--- src/rtl/tlla_pkg.sv ---
package tlla_pkg;

  // Defaults for the top-level parameters
  localparam int MAX_HYP_DEF       = 16;
  localparam int OBS_LEN_COUNT_DEF = 32;

  // Fixed field widths
  localparam int BASE_W     = 2;
  localparam int BASE_COUNT = 4;
  localparam int OBS_W      = 5;
  localparam int HYP_IN_W   = 5;
  localparam int ENTRY_W    = 24;
  localparam int SUM_W      = 32;

  // Candidates scanned per group in the argmax tree
  localparam int GROUP_SIZE = 8;

  // Request kind codes
  localparam logic KIND_WRITE = 1'b0;
  localparam logic KIND_OBS   = 1'b1;

  localparam logic signed [SUM_W-1:0] SUM_MAX = {1'b0, {(SUM_W-1){1'b1}}};
  localparam logic signed [SUM_W-1:0] SUM_MIN = {1'b1, {(SUM_W-1){1'b0}}};

  // Observation request handed to the accumulate stage
  typedef struct packed {
    logic start;  // observation accepted this cycle
    logic last;   // final observation of the set
    logic hit;    // observed length lies inside the table
  } obs_req_t;

  // Add a table entry to a running sum, clamp to the signed limits
  function automatic logic signed [SUM_W-1:0] sat_add(
    input logic signed [SUM_W-1:0]   a,
    input logic signed [ENTRY_W-1:0] b
  );
    logic signed [SUM_W:0] s;
    s = (SUM_W+1)'(a) + (SUM_W+1)'(b);
    if (s[SUM_W] != s[SUM_W-1]) begin
      return s[SUM_W] ? SUM_MIN : SUM_MAX;
    end
    return s[SUM_W-1:0];
  endfunction

endpackage

--- src/rtl/tlla_accum.sv ---
module tlla_accum #(
  parameter int MAX_HYP = tlla_pkg::MAX_HYP_DEF
) (
  input  logic clk,
  input  logic rst,
  input  tlla_pkg::obs_req_t req,
  input  logic [MAX_HYP:0][tlla_pkg::ENTRY_W-1:0] row,
  input  logic snap_ready,
  output logic free,
  output logic snap_valid,
  output logic [MAX_HYP:0][tlla_pkg::SUM_W-1:0] snap_sums
);
  import tlla_pkg::*;

  localparam int HYP_COUNT = MAX_HYP + 1;

  logic s1_valid;
  logic s1_last;
  logic s1_hit;
  logic go;
  logic [HYP_COUNT-1:0][SUM_W-1:0] sums;
  logic [HYP_COUNT-1:0][SUM_W-1:0] sums_next;

  // Advance unless a last observation waits for the snapshot slot
  always_comb begin
    go         = s1_valid && (!s1_last || snap_ready);
    free       = !s1_valid || go;
    snap_valid = s1_valid && s1_last;
    for (int t = 0; t < HYP_COUNT; t++) begin
      sums_next[t] = s1_hit ? sat_add($signed(sums[t]), $signed(row[t])) : sums[t];
    end
    snap_sums = sums_next;
  end

  // Hold the request while stalled, clear the sums after a last observation
  always_ff @(posedge clk) begin
    if (rst) begin
      s1_valid <= 1'b0;
      s1_last  <= 1'b0;
      s1_hit   <= 1'b0;
      sums     <= '0;
    end else begin
      if (free) begin
        s1_valid <= req.start;
        s1_last  <= req.last;
        s1_hit   <= req.hit;
      end
      if (go) begin
        sums <= s1_last ? '0 : sums_next;
      end
    end
  end

endmodule

--- config.mk ---
export PLATFORM = sky130hd
export DESIGN_NAME = tlla_accum
export DESIGN_NICKNAME = d
export VERILOG_FILES = /design/src/rtl/tlla_pkg.sv /design/src/rtl/tlla_accum.sv
export SDC_FILE = /design/constraint.sdc
export NUM_CORES = 2
export LEC_CHECK = 0
export BUFFER_PORTS_ARGS = -buffer_cell sky130_fd_sc_hd__buf_2
export CORE_AREA = 4 4 372 374
export DETAILED_ROUTE_END_ITERATION = 8
export DIE_AREA = 0 0 376 378
export MAX_ROUTING_LAYER = met4
export PLACE_DENSITY_LB_ADDON = 0.2
export RECOVER_POWER = 50
export SYNTH_ARGS = -nofsm -noshare
export SYNTH_HDL_FRONTEND = slang
export SYNTH_SLANG_ARGS = --single-unit
--- constraint.sdc ---
create_clock -name clk -period 18.2 [get_ports clk]
set_input_delay 3.64 -clock clk [delete_from_list [all_inputs] [get_ports clk]]
set_output_delay 3.64 -clock clk [all_outputs]
set_load 0.1 [all_outputs]
### After elaboration in Yosys (flattened, before gate mapping)

Index checks and enable logic that the tools add are counted.

| cells by class | value |
|---|---|
| add/sub/neg operators | 17 |
| equality and inequality tests | 17 |
| magnitude comparators | 0 |
| $mul | 0 |
| shifts and indexed selects | 0 |
| divide/modulo/power cells | 0 |
| muxes and demuxes | 86 |
| reduce and logical (&&, ||, !) cells | 6 |
| bitwise gates (word level) | 0 |

Operator list:

| kind | number |
|---|---|
| 2-to-1 mux 32 bit | 68 |
| adder 32 x 24 -> 33 bit | 17 |
| 2-to-1 mux 544 bit | 1 |
| 2-to-1 mux 1 bit | 17 |
| != test 1 bit | 17 |
| logical AND 1 bit | 2 |
| zero test 1 bit | 2 |
| logical OR 1 bit | 2 |

| word-level totals | value |
|---|---|
| output and inout port bits | 546 |
| memory bits (writable) | 0 |
| ROM bits | 0 |
| bits in latches | 0 |
| bits of input ports | 414 |
| memories kept | 0 |
| word-level logic and storage cells | 146 |
| flip-flop bits (word level) | 547 |

### Logic depth before layout (Yosys ltp)

| depth | value |
|---|---|
| word-level depth | 6 |
| gate-level depth with buffers | 21 |
| depth with buffers taken out | 19 |

### Worst setup path after synthesis

No wires, ideal clock.

| timing path | value |
|---|---|
| path kind | input port to output port |
| from | input port row[145] in the netlist's numbering |
| to | output port snap_sums[200] in the netlist's numbering |
| cell stages on the path | 19 |
| required time | 14.560 ns |
| buffers on the path | 3 |
| arrival | 9.271 ns |
| path slack | 5.289 ns |
| cells stage by stage | ha_1 -> a211o_1 -> a211oi_1 -> nor3_1 -> o41ai_1 -> a211oi_1 -> a21oi_1 -> nor2b_1 -> o21ai_0 -> and2_1 -> xnor2_1 -> ha_1 -> clkbuf_1 -> clkinv_1 -> nor2_1 -> buf_2 -> buf_2 -> a21oi_1 -> o21ai_0 |

RTL lines:

| what | line | RTL |
|---|---|---|
| start, declared | tlla_accum.sv:7 | `input logic [MAX_HYP:0][tlla_pkg::ENTRY_W-1:0] row,` |
| end, declared | tlla_accum.sv:11 | `output logic [MAX_HYP:0][tlla_pkg::SUM_W-1:0] snap_sums` |

==> results by group <==
Synthesis
  • Most frequent cells after synthesis: a21oi_1, nor2_1, o21ai_0
  • Post-synth EDFFs: 0
  • Predominant post-synthesis flop cell: dfxtp_1
  • Register area share after synthesis: 20.1%
  • Unique masters post-synth: 97
  • Syn avg cell area: 7.32 um^2
  • #FFs+latches synth: 547
  • Post-Syn Area: 54500 um^2
  • Synth Warn #: 0
  • Largest area contributor in the netlist: dfxtp_1
  • Mapped Cells: 7447
  • Post-synth top area share: 20.1%
  • Syn nets: 8454
  • Top cells by area, synth: dfxtp_1, ha_1, a21oi_1
  • Async SR Flop Fraction: 0%
  • Top-count cell post-synth: a21oi_1

Floorplan
  • Die area: 142000 um^2
  • Chip width: 376 um
  • # IOs: 960
  • Core outline area: 135000 um^2
  • Row Count: 135
  • Initial Util: 40.4%
  • Die Span Y: 378 um

Power
  • Seq pwr share: 24.7%
  • Combinational group share of total power: 43.5%
  • Max IR drop VDD: 0.0000754 V
  • Clock share of power: 31.8%
  • Pwr/cell area: 81.4 nW/um^2
  • Leakage: 30.1 nW
  • Sw frac: 47.1%
  • NetSw: 0.00241 W
  • Power Internal: 0.00270 W

Timing
  • Final setup vio count: 0
  • Rel. slew slack: -229%
  • Slew Viols, Final: 867
  • Final Cycle Share: 89.7%
  • Final Skew: 0.0198 ns
  • Fin crit period: 16.32 ns
  • Max Clk Rate: 0.0613 GHz
  • Final hold vios: 0
  • RSZ-0062 raised after global routing: false
  • Setup_tns: 0 ns
  • Worst Tran Pin Value: 4.93 ns
  • Setup ws final: 1.88 ns

Worst setup path
  • Critical Path RT: 14.56 ns
  • Data arrival, critical path: 12.68 ns
  • CP delay by family, top: compound AO/OA/AOI/OAI gates
  • CP Max Fanout: 20
  • CP Launch Type: input port
  • WP buf/inv: 4
  • Worst R2R Path Depth: 10
  • Cell Chain, Critical Path: buf_2, ha_1, o21ai_0, o21ai_1, nor3b_1, o211ai_1, a21oi_1, a31oi_1, o21ai_0, a21oi_1, o21bai_1, xor2_1, ha_1, clkinv_1, or3_1, o21a_1, buf_4, a21boi_0, a21oi_1, buf_2
  • Critical path class: input port to output pin
  • Crit path launch: row[267]
  • Crit path largest cell delay: 1.29 ns
  • Slowest cell on crit path: clkinv_1
  • Critical Path Sink: snap_sums[375]
  • Reg2reg end: sums[361]$_SDFFE_PP0P_
  • Most frequent CP cell: a21oi_1
  • Crit. path cell count: 20
  • R2R Setup Slk: 6.42 ns
  • Worst setup EP type: output pin
  • R2r startpoint: s1_last$_SDFFE_PP0P_

Layout
  • Layout Cells excl Fill: 10000
  • Post-route cell area: 62900 um^2
  • Reg area: 11000 um^2
  • Share of layout cells above drive strength 1: 15.2%
  • Final-layout fill cell count: 13900
  • Final net count: 9105
  • Area of the multi-input gates: 41100 um^2
  • Final core occ: 46.6%
  • Area grow syn2layout: 15.3%

Placed design
  • Worst slack, placed: 2.10 ns
  • Dpl cell area: 60300 um^2
  • Dpl cells: 9798
  • Buffers added on ports: 959
  • Post-DP HPWL: 174 mm
  • RD Place Congestion: 0.989

Clocking
  • CTS Root Cell: clkbuf_16
  • Cts repair resizes: 0
  • Hold buffer count at cts: 0
  • CTS tree: yes
  • Clock buffer count from CTS: 79
  • CTS Sinks: 547
  • Post-CTS Setup Bufs: 0
  • Worst-path clk slew: 0.06 ns
  • Htree depth: 3
  • Clk buf depth: 3
  • Worst skew pair latency: 0.67 ns

GRT
  • Initial antenna violation count: 69
  • GRT Util Overall: 31.4%
  • Largest net degree at the start of global routing: 105
  • Vias in the first global route: 55600
  • First-pass GRT wire length: 341 mm
  • Remaining global-route overflow: 0

Route
  • Starting DRC count in detailed routing: 4524
  • DR pass1 iterations: 6
  • Antenna Nets Post-Route: 0
  • Vias per inst: 5.97
  • # DRC: 0
  • WL final: 231 mm
  • Wirelength per Cell: 23.1 um
  • Via count: 59800

Hold path
  • Hold Path Class: flip-flop to flip-flop

Job
  • Max-Cap Viols: 23

Run status
  • Failing checks: capacitance limit, slew limit
  • Status: finished with violations
-- worst min-delay path by stage --
stage | from | to | slack (ns) | depth (start not counted)
after floorplan | sums[474]$_SDFFE_PP0P_ | sums[474]$_SDFFE_PP0P_ | 0.43 | 2
after global placement | sums[474]$_SDFFE_PP0P_ | sums[474]$_SDFFE_PP0P_ | 0.45 | 2
after detailed placement | sums[474]$_SDFFE_PP0P_ | sums[474]$_SDFFE_PP0P_ | 0.46 | 2
after CTS | sums[531]$_SDFFE_PP0P_ | sums[531]$_SDFFE_PP0P_ | 0.47 | 2
after global routing | sums[474]$_SDFFE_PP0P_ | sums[474]$_SDFFE_PP0P_ | 0.50 | 2
final | sums[474]$_SDFFE_PP0P_ | sums[474]$_SDFFE_PP0P_ | 0.47 | 2
-- state kept, by name, indices dropped and copies added, names as in the netlist --
| name | count |
|---|---|
| s1_hit | 1 |
| sums | 544 |
| s1_last | 1 |
| s1_valid | 1 |
-- cell usage in the layout, fill, tap and decap left out, drive strengths merged, types with 177 or more instances in the layout --
master     n
inv      184
o21ai    700
nor2     844
clkbuf   177
dfxtp    547
a21oi   1082
xnor2    267
nand2    543
a21o     329
ha       576
buf      951
-- power by group through the flow --
stage                     Sequential (W)  Clock [W]  Combinational [W]
after detailed placement         0.00129          0            0.00221
final                            0.00126    0.00163            0.00223
after global placement           0.00129          0            0.00220
after floorplan                  0.00128          0            0.00170
after CTS                        0.00126    0.00166            0.00222
after global routing             0.00127    0.00170            0.00236
-- tightest hold or removal path, cell delays in order, from the launching register on --
cell and delay, ns:
dfxtp_1 0.33, nand2_1 0.06, nand2_1 0.04
-- stage by stage --
stage | power, W | hold slack, ns
4_1_cts | 0.00514 | 0.472
6_report | 0.00512 | 0.475
3_5_place_dp | 0.00350 | 0.463
3_3_place_gp | 0.00349 | 0.452
5_1_grt | 0.00532 | 0.498
2_1_floorplan | 0.00297 | 0.435
-- cell type report --
cell class	count	area share (%)
diodes	67	0.267
clock buffers	114	3.71
clock inverters	28	0.486
inverters	187	1.12
multi-input cells	6269	65.4
flip-flops and latches	547	17.4
well taps	1781	3.54
repair buffers	1014	8.07
-- logic make-up after synthesis --
group                    count (synthesis)  share of synthesized area (%)
XOR/XNOR                               422                           6.78
buffers and inverters                  631                           4.46
flip-flops                             547                           20.1
multiplexers                           112                           2.28
adder cells (fa/ha/maj)                593                           13.8
AND/OR/NAND/NOR                       2019                           16.6
AO/OA/AOI/OAI                         3123                           36.0
-- layer usage --
metal / part of all wire [%] / track usage [%] / vias up
met3: 8.1 / 6.49 / 407
met4: 4.4 / 12.0 / 0
met1: 42 / 39.2 / 28400
met2: 45 / 50.0 / 2209
li1: - / - / 28800
met5: 0 / - / -
No activity file was read; power rests on OpenSTA's default activity.
