===== config.mk =====
export PLATFORM = sky130hd
export DESIGN_NAME = tlla_argmax
export DESIGN_NICKNAME = d
export VERILOG_FILES = /design/src/rtl/tlla_pkg.sv /design/src/rtl/tlla_argmax.sv
export SDC_FILE = /design/constraint.sdc
export NUM_CORES = 2
export LEC_CHECK = 0
export ABC_CLOCK_PERIOD_IN_PS = 24900
export BUFFER_PORTS_ARGS = -buffer_cell sky130_fd_sc_hd__buf_2
export CAP_MARGIN = 0
export CORE_MARGIN = 2
export CORE_UTILIZATION = 59
export DETAILED_ROUTE_END_ITERATION = 10
export PLACE_DENSITY_LB_ADDON = 0.3
export SYNTH_ARGS = -nofsm -noshare
export SYNTH_HDL_FRONTEND = slang
export SYNTH_SLANG_ARGS = --single-unit

===== constraint.sdc =====
create_clock -name clk -period 24.9 [get_ports clk]
set_clock_uncertainty 0.05 [all_clocks]
set_input_delay 3.735 -clock clk [delete_from_list [all_inputs] [get_ports clk]]
set_output_delay 3.735 -clock clk [all_outputs]
set_load 0.01 [all_outputs]

===== src/rtl/tlla_pkg.sv =====
package tlla_pkg;

  // Defaults for the top-level parameters
  localparam int MAX_HYP_DEF       = 16;
  localparam int OBS_LEN_COUNT_DEF = 32;

  // Fixed field widths
  localparam int BASE_W     = 2;
  localparam int BASE_COUNT = 4;
  localparam int OBS_W      = 5;
  localparam int HYP_IN_W   = 5;
  localparam int ENTRY_W    = 24;
  localparam int SUM_W      = 32;

  // Candidates scanned per group in the argmax tree
  localparam int GROUP_SIZE = 8;

  // Request kind codes
  localparam logic KIND_WRITE = 1'b0;
  localparam logic KIND_OBS   = 1'b1;

  localparam logic signed [SUM_W-1:0] SUM_MAX = {1'b0, {(SUM_W-1){1'b1}}};
  localparam logic signed [SUM_W-1:0] SUM_MIN = {1'b1, {(SUM_W-1){1'b0}}};

  // Observation request handed to the accumulate stage
  typedef struct packed {
    logic start;  // observation accepted this cycle
    logic last;   // final observation of the set
    logic hit;    // observed length lies inside the table
  } obs_req_t;

  // Add a table entry to a running sum, clamp to the signed limits
  function automatic logic signed [SUM_W-1:0] sat_add(
    input logic signed [SUM_W-1:0]   a,
    input logic signed [ENTRY_W-1:0] b
  );
    logic signed [SUM_W:0] s;
    s = (SUM_W+1)'(a) + (SUM_W+1)'(b);
    if (s[SUM_W] != s[SUM_W-1]) begin
      return s[SUM_W] ? SUM_MIN : SUM_MAX;
    end
    return s[SUM_W-1:0];
  endfunction

endpackage


===== src/rtl/tlla_argmax.sv =====
module tlla_argmax #(
  parameter int MAX_HYP = tlla_pkg::MAX_HYP_DEF
) (
  input  logic clk,
  input  logic rst,
  input  logic snap_valid,
  input  logic [MAX_HYP:0][tlla_pkg::SUM_W-1:0] snap_sums,
  output logic snap_ready,
  output logic res_valid,
  input  logic res_stall,
  output logic [$clog2(MAX_HYP+1)-1:0] best_length,
  output logic signed [tlla_pkg::SUM_W-1:0] best_score
);
  import tlla_pkg::*;

  localparam int HYP_COUNT   = MAX_HYP + 1;
  localparam int LEN_W       = $clog2(HYP_COUNT);
  localparam int GROUP_COUNT = (HYP_COUNT + GROUP_SIZE - 1) / GROUP_SIZE;
  localparam int PAD_COUNT   = GROUP_COUNT * GROUP_SIZE;

  logic a_valid;
  logic [HYP_COUNT-1:0][SUM_W-1:0] a_sums;
  logic b_valid;
  logic signed [SUM_W-1:0] b_score [GROUP_COUNT];
  logic [LEN_W-1:0]        b_idx   [GROUP_COUNT];

  logic signed [SUM_W-1:0] pad_sums  [PAD_COUNT];
  logic signed [SUM_W-1:0] grp_score [GROUP_COUNT];
  logic [LEN_W-1:0]        grp_idx   [GROUP_COUNT];
  logic signed [SUM_W-1:0] fin_score;
  logic [LEN_W-1:0]        fin_idx;
  logic c_ready;
  logic b_free;
  logic a_free;

  // Pad the last group with the minimum, which never wins a strict compare
  for (genvar i = 0; i < PAD_COUNT; i++) begin : g_pad
    if (i < HYP_COUNT) begin : g_real
      assign pad_sums[i] = $signed(a_sums[i]);
    end else begin : g_fill
      assign pad_sums[i] = SUM_MIN;
    end
  end

  // Scan each group in index order, keep the first maximum
  always_comb begin
    for (int g = 0; g < GROUP_COUNT; g++) begin
      grp_score[g] = pad_sums[g*GROUP_SIZE];
      grp_idx[g]   = LEN_W'(g*GROUP_SIZE);
      for (int j = 1; j < GROUP_SIZE; j++) begin
        if (pad_sums[g*GROUP_SIZE+j] > grp_score[g]) begin
          grp_score[g] = pad_sums[g*GROUP_SIZE+j];
          grp_idx[g]   = LEN_W'(g*GROUP_SIZE+j);
        end
      end
    end
  end

  // Scan the group winners in order
  always_comb begin
    fin_score = b_score[0];
    fin_idx   = b_idx[0];
    for (int g = 1; g < GROUP_COUNT; g++) begin
      if (b_score[g] > fin_score) begin
        fin_score = b_score[g];
        fin_idx   = b_idx[g];
      end
    end
  end

  // Each stage moves when the next one is empty or moving
  always_comb begin
    c_ready    = !res_valid || !res_stall;
    b_free     = !b_valid || c_ready;
    a_free     = !a_valid || b_free;
    snap_ready = a_free;
  end

  always_ff @(posedge clk) begin
    if (rst) begin
      a_valid   <= 1'b0;
      b_valid   <= 1'b0;
      res_valid <= 1'b0;
    end else begin
      if (a_free) begin
        a_valid <= snap_valid;
        if (snap_valid) begin
          a_sums <= snap_sums;
        end
      end
      if (b_free) begin
        b_valid <= a_valid;
        if (a_valid) begin
          b_score <= grp_score;
          b_idx   <= grp_idx;
        end
      end
      if (c_ready) begin
        res_valid <= b_valid;
        if (b_valid) begin
          best_length <= fin_idx;
          best_score  <= fin_score;
        end
      end
    end
  end

endmodule


**Word level (Yosys, flattened, before mapping)**

Cells that the tools add are included.

- Order comparisons: 23
- Mux-type cells: 42
- Bitwise operators: 1
- Reductions and logical operators: 19

Operator list:

| kind | count |
|---|---|
| $mux W32 | 22 |
| $gt A32 B32 Y1 | 16 |
| $gt A32 B32 Y1 const A | 7 |
| $mux W3 | 6 |
| $reduce_or A6 Y1 | 3 |
| $mux W2 | 6 |
| $reduce_or A4 Y1 | 3 |
| $mux W5 | 2 |
| $reduce_and A3 Y1 | 3 |
| $mux W1 | 6 |
| $reduce_or A2 Y1 | 3 |
| $logic_not A1 Y1 | 4 |
| $logic_or A1 B1 Y1 | 3 |
| $not A1 Y1 | 1 |

- Flip-flop bits (word level): 695
- Input bits: 548
- Output and inout bits: 39

**Longest topological paths before layout**

- Depth after elaboration: 14
- Mapped depth: 115
- Depth with buffers taken out: 105

**Least setup slack after synthesis**

Ideal clock, no wire load.

- Kind: reg2reg
- Start: reg a_sums[319] (netlist bit)
- End: reg b_score[36] (netlist bit) (data pin)
- Arrival time: 19.225 ns
- Data required time: 24.571 ns
- Slack: 5.346 ns
- Cell stages (with the launch flop): 111
- Buffers on the path: 9
- Period minus slack after synthesis: 19.554 ns
- Cell sequence: edfxtp_1 -> ha_1 -> nand4_1 -> nor4_2 -> o311a_1 -> nor3_2 -> a21boi_1 -> o21a_1 -> clkbuf_1 -> buf_1 -> mux2i_1 -> ha_1 -> a211o_1 -> a221o_1 -> a21oi_1 -> o221ai_1 -> nor2_1 -> nor2_1 -> [... 75 more ...] -> buf_4 -> mux2i_1 -> ha_1 -> a21oi_1 -> nor2b_1 -> o21ai_0 -> nand2b_1 -> a21oi_1 -> nor2b_1 -> o21ai_0 -> nand2b_1 -> a21oi_1 -> nand2_1 -> a21oi_1 -> xor2_1 -> nand2_1 -> clkbuf_1 -> mux2i_1

RTL lines:

| what | line | text |
|---|---|---|
| start, declared | tlla_argmax.sv:22 | `logic [HYP_COUNT-1:0][SUM_W-1:0] a_sums;` |
| start signal, assigned | tlla_argmax.sv:88 | `a_sums <= snap_sums;` |
| end signal, assigned | tlla_argmax.sv:94 | `b_score <= grp_score;` |
| end, declared | tlla_argmax.sv:24 | `logic signed [SUM_W-1:0] b_score [GROUP_COUNT];` |

==> results.yml <==
timing:
  setup_viol: 0
  fin_crit_ns: 23.19
  rsz0062_at_grt: "no"
  slew-limit-headroom_pct: 22.4
  hold_viol: 0
  fmaxAchievable_mhz: 43.1
  final.period_utilization_pct: 93.1
  fin_setup_tns_ns: 0
  drv_slew: 0
  worstMarginPinSlew_ns: 1.16
  layout_setup_ws_ns: 1.71
worst_setup_path:
  crit_path_max_fanout: 61
  r2r-start: "a_sums[63]"
  critPathKind: "flop to flop"
  end_kind: "flop"
  cpPeakStageDelay_ns: 0.63
  crit_top_cell: "nand2_1"
  worst_path_max_delay_cell: "nor4_1"
  cp-startpoint: "a_sums[63]"
  critPathLaunchType: "flop"
  worst_ep_required_time_ns: 25.22
  arrival_ns: 23.51
placement:
  pre_cts_slack_ns: 1.29
  gp_congestion: 0.968
  dp_hpwl_um: 92200
  dpl_cell_area_sq_um: 45800
  portBuffers: 586
synth:
  yosys.area.top_type: "edfxtp_1"
  synthArstFlopShare_pct: 0
  ys_ff_latch: 689
  synth_edf_count: 686
  synth.cell_area_sq_um: 42000
  synth-main-ff-cell: "edfxtp_1"
  yosysSeqAreaShare_pct: 49.2
  syn_inst: 3717
  yosysUniqueCellTypes: 103
  yosysMostFrequentCell: "edfxtp_1"
  syn_area_per_cell_sq_um: 11.3
  synth_common_cells: "edfxtp_1 (686), ha_1 (492), inv_1 (442), a21oi_1 (258), o21ai_0 (210)"
  synth.area.top_cells: "edfxtp_1 (49%), ha_1 (15%), mux2i_1 (4.6%)"
  yosys.area.top_type_share_pct: 49.1
  yosys_warnings: 0
floorplanning:
  rows: 97
  die_x_um: 271
  die_h_um: 271
  top_level_ports: 587
  fp.coreArea_sq_um: 70300
  initial_utilization_pct: 59.7
  die-area_sq_um: 73300
global_route:
  grtUsageMet3_pct: 5.56
  grt_overflow: 0
  grt_first_pass_wirelength_um: 181000
  grtUsageMet1_pct: 40.4
  grt_start_max_net_pins: 162
  antenna_found_initial: 49
  grt_util_met2_pct: 54.2
  grt-busiest-layer: "met2"
  grt_pass1_vias: 31320
  grt_usage_pct: 32.3
route:
  drt_iter0_drc: 3320
  num_vias: 32103
  wire_per_inst_um: 22.8
  drtAntennaViolNets: 0
  drc: 0
  wl_um: 121000
  firstDrtPassIters: 6
  vias_per_cell: 6.04
final_layout:
  final_util_pct: 69.1
  final_area_sq_um: 48600
  fill_cells: 5125
  final_nets: 5316
  area_delta_synth_final_pct: 15.8
  drive_above_1_share_pct: 20.2
clock_network:
  insertion_delay_ns: 0.64
  cts_buffers: 76
  cts_tree: "built"
  path_clk_slew_ns: 0.06
  cts_root_buf: "clkbuf_16"
  cts_hold_buf: 0
  cts.sink_count: 689
  htreeDepth: 3
  clk_path_buf_depth: 3
flow_run:
  max_cap_viol_count: 0
min_path:
  hp-start: "a_sums[514]"
  min_path_type: "flop to flop"
status:
  status: "complete, no violations"
-- layout make-up --
class	count	area [sq um]	share of cell area [%]
diodes	41	103	0.211
inverters	444	1670	3.44
well taps	940	1180	2.42
multi-input cells	2436	19100	39.4
repair buffers	628	3280	6.76
flip-flops and latches	689	20700	42.5
clock inverters	52	541	1.11
clock buffers	88	2010	4.14
repair inverters	1	7.51	0.0155
-- registers in the layout, indices dropped and copies added (netlist names) --
register / count
a_sums: 544
b_valid: 1
b_idx: 9
res_valid: 1
a_valid: 1
best_score: 32
best_length: 5
b_score: 96
-- worst paths after layout --
path,endpoint,slack [ns],cells past startpoint
worst min register to register,b_score[2],0.37,0
worst max register to register,b_score[91],1.71,98
worst max-delay path,b_score[91],1.71,98
worst min-delay path,b_score[2],0.37,0
-- logic make-up after synthesis --
kind of cell,count (synthesis),share of synthesized area (%)
simple gates,817,9.98
buf+inv,595,5.59
flops,689,49.2
compound gates,816,13.0
fa+ha+maj,495,14.7
other cells,1,0.00894
xor+xnor,16,0.334
mux,288,7.16
-- critical path: cells and delay by family, from the launching register on --
family                   cells  cell delay (ns)
AO/OA/AOI/OAI               43            10.11
AND/OR/NAND/NOR             35             5.56
buffers and inverters        9             2.85
adder cells (fa/ha/maj)      7             2.34
multiplexers                 4             1.50
flip-flops                   1             0.40
-- placed cells by master, fill, tap and decap left out, types with 28 or more instances in the layout --
cell type and count:
nand2_1 203, nor2b_1 68, a21oi_1 258, ha_1 492, buf_2 586, nor4_1 47
edfxtp_1 686, o21ai_0 210, buf_4 38, a221o_1 37, mux2_2 65, clkbuf_16 79
mux2i_1 194, and3_1 37, nor2_1 173, inv_1 441, a311o_1 32, diode_2 41
mux2_1 28, nand4_1 103, nor3_1 38, a2111oi_0 34, nand2b_1 52, a21o_1 69
-- repair_timing --
action / CTS / global route
setup endpoints to repair: 0 / 35
resized for setup: 0 / 10
setup buffers: 0 / 10
-- routing by layer --
layer,part of all wire [%],up-vias
li1,-,15105
met1,39,15147
met2,48,1506
met3,7.9,333
met4,5.4,12
met5,0.062,-
-- metrics by stage --
step | instances | hold slack [ns]
after floorplan | 3719 | 0.400
after global routing | 5310 | 0.370
after detailed placement | 5126 | 0.357
after CTS | 5266 | 0.367
after global placement | 5126 | 0.354
final | 5319 | 0.369
Power is not shown: default switching activity piles up to over one toggle a cycle in this logic, so the estimate is an artifact.
